### src/hw/rtl/mwm_pkg.sv
// Shared types, constants and register indexes for the mecanum wheel mixer.
package mwm_pkg;

    localparam int WHEEL_COUNT = 4;
    localparam int AXIS_W      = 16;
    localparam int MIX_W       = 18;   // |sum of three axes| <= 98304
    localparam int MAG_W       = 17;
    localparam int Q_W         = 16;   // normalized magnitude <= 32768
    localparam int GAIN_W      = 16;
    localparam int PROD_W      = Q_W + GAIN_W;
    localparam int GAIN_SHIFT  = 14;
    localparam int DZ_W        = 15;
    localparam int CFG_IDX_W   = 3;
    localparam int CFG_DATA_W  = 16;
    localparam int DIV_STEPS   = Q_W;  // one quotient bit per stage

    localparam logic [MAG_W-1:0]  ONE_Q15        = 17'd32768;
    localparam logic [DZ_W-1:0]   SAT_MAX        = 15'h7FFF;
    localparam logic [DZ_W-1:0]   DEAD_ZONE_RST  = 15'd3277;
    localparam logic [3:0]        INVERT_RST     = 4'd0;
    localparam logic [GAIN_W-1:0] GAIN_RST       = 16'd16384;

    typedef enum logic [CFG_IDX_W-1:0] {
        REG_DEAD_ZONE   = 3'd0,
        REG_INVERT_MASK = 3'd1,
        REG_GAIN_FL     = 3'd2,
        REG_GAIN_FR     = 3'd3,
        REG_GAIN_RL     = 3'd4,
        REG_GAIN_RR     = 3'd5
    } cfg_reg_t;

    typedef struct packed {
        logic signed [AXIS_W-1:0] strafe;
        logic signed [AXIS_W-1:0] forward;
        logic signed [AXIS_W-1:0] rotate;
    } cmd_t;

    typedef struct packed {
        logic signed [15:0] front_left_speed;
        logic signed [15:0] front_right_speed;
        logic signed [15:0] rear_left_speed;
        logic signed [15:0] rear_right_speed;
        logic               idle;
    } result_t;

    typedef struct packed {
        logic [DZ_W-1:0]                     dead_zone;
        logic [WHEEL_COUNT-1:0]              invert_mask;
        logic [WHEEL_COUNT-1:0][GAIN_W-1:0]  gain;
    } cfg_t;

    // One divider stage: partial remainder plus the combined
    // dividend-bits / quotient-bits shift word per wheel.
    typedef struct packed {
        logic                                idle;
        logic [WHEEL_COUNT-1:0]              neg;
        logic [MAG_W-1:0]                    divisor;
        logic [WHEEL_COUNT-1:0][MAG_W-1:0]   rem;
        logic [WHEEL_COUNT-1:0][Q_W-1:0]     nq;
    } div_t;

endpackage

### src/hw/rtl/mwm_front.sv
// Front end: dead zone test, wheel mixing, magnitudes and divisor select.
module mwm_front (
    input  logic                        clk,
    input  logic                        rst_n,
    input  logic                        in_valid,
    input  mwm_pkg::cmd_t               cmd,
    input  logic [mwm_pkg::DZ_W-1:0]    dead_zone,
    output logic                        out_valid,
    output mwm_pkg::div_t               out_beat
);

    localparam int WC = mwm_pkg::WHEEL_COUNT;
    localparam int MW = mwm_pkg::MIX_W;
    localparam int AW = mwm_pkg::MAG_W;

    // stage A: mix
    logic                    valid_a_reg;
    logic                    idle_a_reg, idle_a_next;
    logic [WC-1:0][MW-1:0]   mix_a_reg, mix_a_next;
    // stage B: magnitudes
    logic                    valid_b_reg;
    logic                    idle_b_reg;
    logic [WC-1:0]           neg_b_reg, neg_b_next;
    logic [WC-1:0][AW-1:0]   mag_b_reg, mag_b_next;
    // stage C: divider setup
    logic                    valid_c_reg;
    mwm_pkg::div_t           div_c_reg, div_c_next;

    logic [AW-1:0] ext_s, ext_f, ext_r;
    logic [AW-1:0] mag_s, mag_f, mag_r;
    logic [MW-1:0] x18, y18, r18;

    always_comb
    begin
        ext_s = {cmd.strafe[15], cmd.strafe};
        ext_f = {cmd.forward[15], cmd.forward};
        ext_r = {cmd.rotate[15], cmd.rotate};
        mag_s = cmd.strafe[15]  ? -ext_s : ext_s;
        mag_f = cmd.forward[15] ? -ext_f : ext_f;
        mag_r = cmd.rotate[15]  ? -ext_r : ext_r;
        idle_a_next = (mag_s < {2'b00, dead_zone}) && (mag_f < {2'b00, dead_zone})
                   && (mag_r < {2'b00, dead_zone});

        x18 = {{2{cmd.strafe[15]}}, cmd.strafe};
        y18 = -{{2{cmd.forward[15]}}, cmd.forward};
        r18 = {{2{cmd.rotate[15]}}, cmd.rotate};
        mix_a_next[0] =  x18 + y18 + r18;
        mix_a_next[1] = -x18 + y18 - r18;
        mix_a_next[2] = -x18 + y18 + r18;
        mix_a_next[3] =  x18 + y18 - r18;
    end

    logic [MW-1:0] neg_mix [WC];

    always_comb
    begin
        for (int w = 0; w < WC; w++)
        begin
            neg_mix[w]    = -mix_a_reg[w];
            neg_b_next[w] = mix_a_reg[w][MW-1];
            mag_b_next[w] = mix_a_reg[w][MW-1] ? neg_mix[w][AW-1:0] : mix_a_reg[w][AW-1:0];
        end
    end

    logic [AW-1:0] max01, max23, max_all;

    always_comb
    begin
        max01   = (mag_b_reg[0] > mag_b_reg[1]) ? mag_b_reg[0] : mag_b_reg[1];
        max23   = (mag_b_reg[2] > mag_b_reg[3]) ? mag_b_reg[2] : mag_b_reg[3];
        max_all = (max01 > max23) ? max01 : max23;
        div_c_next.idle    = idle_b_reg;
        div_c_next.neg     = neg_b_reg;
        // below 1.0 a divide by 1.0 passes the magnitude through unchanged
        div_c_next.divisor = (max_all > mwm_pkg::ONE_Q15) ? max_all : mwm_pkg::ONE_Q15;
        for (int w = 0; w < WC; w++)
        begin
            div_c_next.rem[w] = {1'b0, mag_b_reg[w][AW-1:1]};
            div_c_next.nq[w]  = {mag_b_reg[w][0], {(mwm_pkg::Q_W-1){1'b0}}};
        end
    end

    always_ff @(posedge clk or negedge rst_n)
    begin
        if (!rst_n)
        begin
            valid_a_reg <= 1'b0;
            valid_b_reg <= 1'b0;
            valid_c_reg <= 1'b0;
        end
        else
        begin
            valid_a_reg <= in_valid;
            valid_b_reg <= valid_a_reg;
            valid_c_reg <= valid_b_reg;
        end
    end

    always_ff @(posedge clk)
    begin
        idle_a_reg <= idle_a_next;
        mix_a_reg  <= mix_a_next;
        idle_b_reg <= idle_a_reg;
        neg_b_reg  <= neg_b_next;
        mag_b_reg  <= mag_b_next;
        div_c_reg  <= div_c_next;
    end

    assign out_valid = valid_c_reg;
    assign out_beat  = div_c_reg;

endmodule

### config.mk
export PLATFORM = sky130hd
export DESIGN_NAME = mwm_front
export DESIGN_NICKNAME = d
export VERILOG_FILES = /design/src/hw/rtl/mwm_pkg.sv /design/src/hw/rtl/mwm_front.sv
export SDC_FILE = /design/constraint.sdc
export NUM_CORES = 1
export LEC_CHECK = 0
export BUFFER_PORTS_ARGS = -buffer_cell sky130_fd_sc_hd__buf_2
export CAP_MARGIN = 20
export CORE_MARGIN = 5
export CORE_UTILIZATION = 28
export DETAILED_ROUTE_END_ITERATION = 10
export PLACE_DENSITY_LB_ADDON = 0.2
export SLEW_MARGIN = 10
export SYNTH_ARGS = -nofsm -noshare
export SYNTH_HDL_FRONTEND = slang
export SYNTH_SLANG_ARGS = --single-unit
### constraint.sdc
create_clock -name clk -period 6.4 [get_ports clk]
set_input_delay 0.32 -clock clk [delete_from_list [all_inputs] [get_ports clk]]
set_output_delay 0.32 -clock clk [all_outputs]
set_load 0.005 [all_outputs]
## After elaboration in Yosys (flattened, before gate mapping)

Index checks and enable logic that the tools add are counted.

- $add $sub $neg: 15
- Order comparisons: 7
- Muxes and demuxes: 10
- Reduce and logical (&&, ||, !) cells: 2

Operator list:

| kind | number |
|---|---|
| $mux 17 | 10 |
| $neg 17->17 | 7 |
| $add 18x18->18 | 4 |
| $gt 17x17->1 | 3 |
| $lt 17x15->1 | 3 |
| $neg 18->18 | 2 |
| $sub 18x18->18 | 2 |
| $gt 17x16->1 const B | 1 |
| $logic_and 1x1->1 | 2 |

- Flip-flop bits (word level): 239
- Bits of input ports: 66
- Output and inout port bits: 155
- Word-level logic and storage cells: 59

## Logic depth before layout (Yosys ltp)

- Depth in word-level cells: 5
- Depth in mapped cells: 24
- Gate-level depth less buffers: 22

## Worst setup path after synthesis

OpenSTA, ideal clock, no wires.

- Kind: flip-flop to flip-flop
- Start point: register mag_b_reg (netlist bit div_c_next[84])
- End point: register div_c_reg (netlist bit out_beat[141])
- Library setup time: 0.086 ns
- Arrival time: 4.631 ns
- Data required time: 6.314 ns
- Slack: 1.683 ns
- Stages on the path, launching flop included: 21
- Path buffers: 3
- Period minus slack after synthesis: 4.717 ns
- Cells stage by stage: dfxtp_1 inv_1 ha_1 a21oi_1 o21ai_0 a2111oi_0 o21ai_1 o21ai_1 clkbuf_1 mux2_2 ha_1 a21o_1 a21oi_1 o21ai_0 a2111o_1 a21oi_1 a31o_2 clkbuf_1 clkbuf_1 nor2_1 a211oi_1

- Word-level cells in the longest chain between the ends: 5

RTL lines:

| what | RTL line | RTL |
|---|---|---|
| start: declaration | mwm_front.sv:24 | `logic [WC-1:0][AW-1:0] mag_b_reg, mag_b_next;` |
| start signal: assignment | mwm_front.sv:105 | `mag_b_reg <= mag_b_next;` |
| $gt 17x17->1 | mwm_front.sv:69 | `max01 = (mag_b_reg[0] > mag_b_reg[1]) ? mag_b_reg[0] : mag_b_reg[1];` |
| $mux 17 * | mwm_front.sv:69 |  |
| $gt 17x17->1 | mwm_front.sv:71 | `max_all = (max01 > max23) ? max01 : max23;` |
| $mux 17 * | mwm_front.sv:71 |  |
| $gt 17x16->1 | mwm_front.sv:75 | `div_c_next.divisor = (max_all > mwm_pkg::ONE_Q15) ? max_all : mwm_pkg::ONE_Q15;` |
| end signal: assignment | mwm_front.sv:106 | `div_c_reg <= div_c_next;` |
| end: declaration | mwm_front.sv:27 | `mwm_pkg::div_t div_c_reg, div_c_next;` |

Mark *: on every way between the ends. The rest lies on a longest branch, timed or not.
A chain may end at the register's enable or synchronous reset.

## Worst setup path in the final report

- Start point: register mag_b_reg (netlist bit div_c_next[84])
- End point: register div_c_reg (netlist bit out_beat[146])

The elaborated chain is that of the path after synthesis.

==> impl_metrics.yaml <==
flow_run:
  maxCapViolations: 0
setup_path:
  crit_buf_inv: 2
  crit_chain: "inv_1 -> ha_1 -> a21oi_1 -> o21ai_0 -> a2111oi_0 -> o21ai_1 -> o21ai_1 -> buf_4 -> mux2_2 -> ha_1 -> a21o_1 -> a21oi_1 -> o21ai_0 -> a2111o_1 -> a21oi_1 -> a31o_2 -> mux2i_1 -> nor2_1 -> a211oi_1"
  worstSetupPathDepth: 19
  reg2regPathDepth: 19
  crit_top_cell: "a21oi_1"
  crit_required_ns: 6.74
  path_max_fanout: 18
  crit_slowest_cell: "a2111oi_0"
  cp_top_family: "compound AO/OA/AOI/OAI gates"
  end_kind: "flip-flop"
  path_class: "reg2reg"
  critical-path-max-stage-delay_ns: 0.82
  critPathLaunchType: "flip-flop"
  arrival_ns: 6.05
sta:
  setup_viol: 0
  finalCriticalPeriod_ns: 5.71
  clock_skew_ns: 0.0116
  worst_pin_slew_ns: 1.03
  max_slew_margin: 0.310
  max_freq_ghz: 0.175
  hold_ws_ns: 0.123
  slew_viol_final: 0
  layout_worst_path_cycle_share: 0.893
  finalSetupTns_ns: 0
  hold_violations: 0
  rsz0062_at_grt: "no"
cts:
  htree_levels: 1
  root_buffer: "clkbuf_16"
  clk_latency_ns: 0.51
  clk_pin_slew_ns: 0.06
  cts_setup_buffers: 0
  cts_num_sinks: 233
  cts_tree: "yes"
  cts.path.max_buffers: 3
  numCtsBuffers: 25
synth:
  yosys.area_share.simple: 0.128
  synth_flop_cell: "dfxtp_1"
  synth_fa_ha_area_frac: 0.183
  yosysMostFrequentCell: "dfxtp_1"
  synth.top_cell.area_share: 0.315
  ys_ff_latch: 233
  synth_cell_types: 68
  synth-compound-area-share: 0.149
  synth_cells: 1639
  synthTopCellsByArea: "dfxtp_1, ha_1, xnor2_1"
  yosys_warnings: 0
  yosysTopAreaCell: "dfxtp_1"
  synth-edff-count: 0
  synthesis.area_um2: 14600
  synth_xor_area_frac: 0.124
  syn_area_per_cell_um2: 8.91
  synthMuxAreaShare: 0.0143
  synth_common_cells: "dfxtp_1, ha_1, xnor2_1, inv_1, nor2_1"
  async_flop_share: 0.0129
  yosysSeqAreaShare: 0.320
  synth_top_family_by_area: "adder cells"
final_layout:
  area_growth_pct: 14.1
  seqCellArea_um2: 4680
  fin_util: 0.323
  drive_gt1_frac: 0.130
  nets: 2058
  n_fill_cell: 5478
  final_cells: 2480
  largest_register_ffs: 88
  multi_input_area_um2: 8980
floorplan:
  die_h_um: 238
  fp.dieW_um: 238
  die-area_um2: 56800
  rows: 83
  ios: 221
  start_util: 0.283
  coreArea_um2: 51500
routing:
  ant_nets: 0
  dr.pass1.iters: 5
  post_drt_wl_per_cell_um: 16.0
  drcViolationCount: 0
  via_per_inst: 4.43
  totalWireLength_um: 39700
  vias: 11000
  first_iter_violations: 477
pwr:
  power_density_nw_per_um2: 523
  ir_worst_vdd_v: 0.000489
  p_leak_nw: 7.67
placed_design:
  dp.cells: 2433
  place.gp.congestion: 0.843
  place_hpwl_um: 34200
  port-buffer-count: 156
grt:
  grt_pass1_wl_um: 61800
  grtUsageTotal: 0.135
  overflow: 0
  grt_max_degree: 30
  first_global_vias: 11200
  antenna_found_initial: 1
run_status:
  status: "finished, final reports clean"
hold_path:
  hold_class: "in2async"
==> where the power goes <==
group | total, mW | internal (mW) | switching [mW] | leakage [nW]
Clock | 1.37 | 0.805 | 0.570 | 0.394
Combinational | 4.46 | 1.97 | 2.49 | 5.30
Sequential | 2.88 | 2.28 | 0.601 | 1.97
==> logic make-up after synthesis <==
logic type | count (synthesis)
simple gates | 387
compound gates | 336
buf+inv | 247
flops | 233
fa+ha+maj | 210
xor+xnor | 206
mux | 19
other cells | 1
==> layout by cell type, fill, tap and decap left out, types with 14 or more instances in the layout <==
cell	count
nand2b_1	22
o21bai_1	20
xnor2_1	162
nand2_1	87
xor2_1	43
a21oi_1	97
or3_1	25
buf_2	156
nor2b_1	16
clkbuf_16	25
dfxtp_1	230
nand4_1	14
ha_1	204
a211oi_1	19
nor2_1	130
conb_1	64
a21o_1	32
o21ai_0	59
nand3_1	27
inv_1	138
o31ai_1	30
mux2_2	15
nor3_1	25
==> stage by stage <==
step                power, mW  instance area (µm²)  worst slack, ns
floorplan                5.92                14800             1.68
global placement         7.37                15800            0.574
detailed placement       7.42                15800            0.513
CTS                      8.84                16700            0.481
global route             9.56                16700            0.209
finish                   8.72                16700            0.686
==> repair_timing <==
item,in CTS,in global routing
setup endpoints to repair,0,0
resized for setup,0,0
endpoints found under the hold margin,4,0
hold buffers,2,0
==> area by class of cell <==
type / count / share of cell area
Tap cell: 680 / 0.0511
Sequential cell: 233 / 0.281
Inverter: 138 / 0.0311
Multi-Input combinational cell: 1222 / 0.539
Clock inverter: 13 / 0.00638
Timing Repair Buffer: 162 / 0.0499
Antenna cell: 1 / 0.000150
Clock buffer: 31 / 0.0413
==> path summary, 6_finish.rpt <==
| check | from | to | slack, ns |
|---|---|---|---|
| max | div_c_next[84] | out_beat[146] | 0.69 |
| min in group clk | cmd[0] | mix_a_reg[54] | 0.21 |
| max reg2reg | div_c_next[84] | out_beat[146] | 0.69 |
| max in group asynchronous | rst_n | valid_b_reg | 6.17 |
| min reg2reg | neg_b_reg[0] | out_beat[149] | 0.32 |
| min | rst_n | valid_a_reg | 0.12 |
==> layer usage <==
layer,part of all wire,vias up,wire (µm),track usage
li1,-,5755,-,-
met1,0.49,5005,19300,0.187
met2,0.46,200,18400,0.227
met3,0.035,35,1400,0.0160
met4,0.015,0,601,0.0285
met5,0,-,0,0
Note: power is estimated with default switching activity, not from simulation.
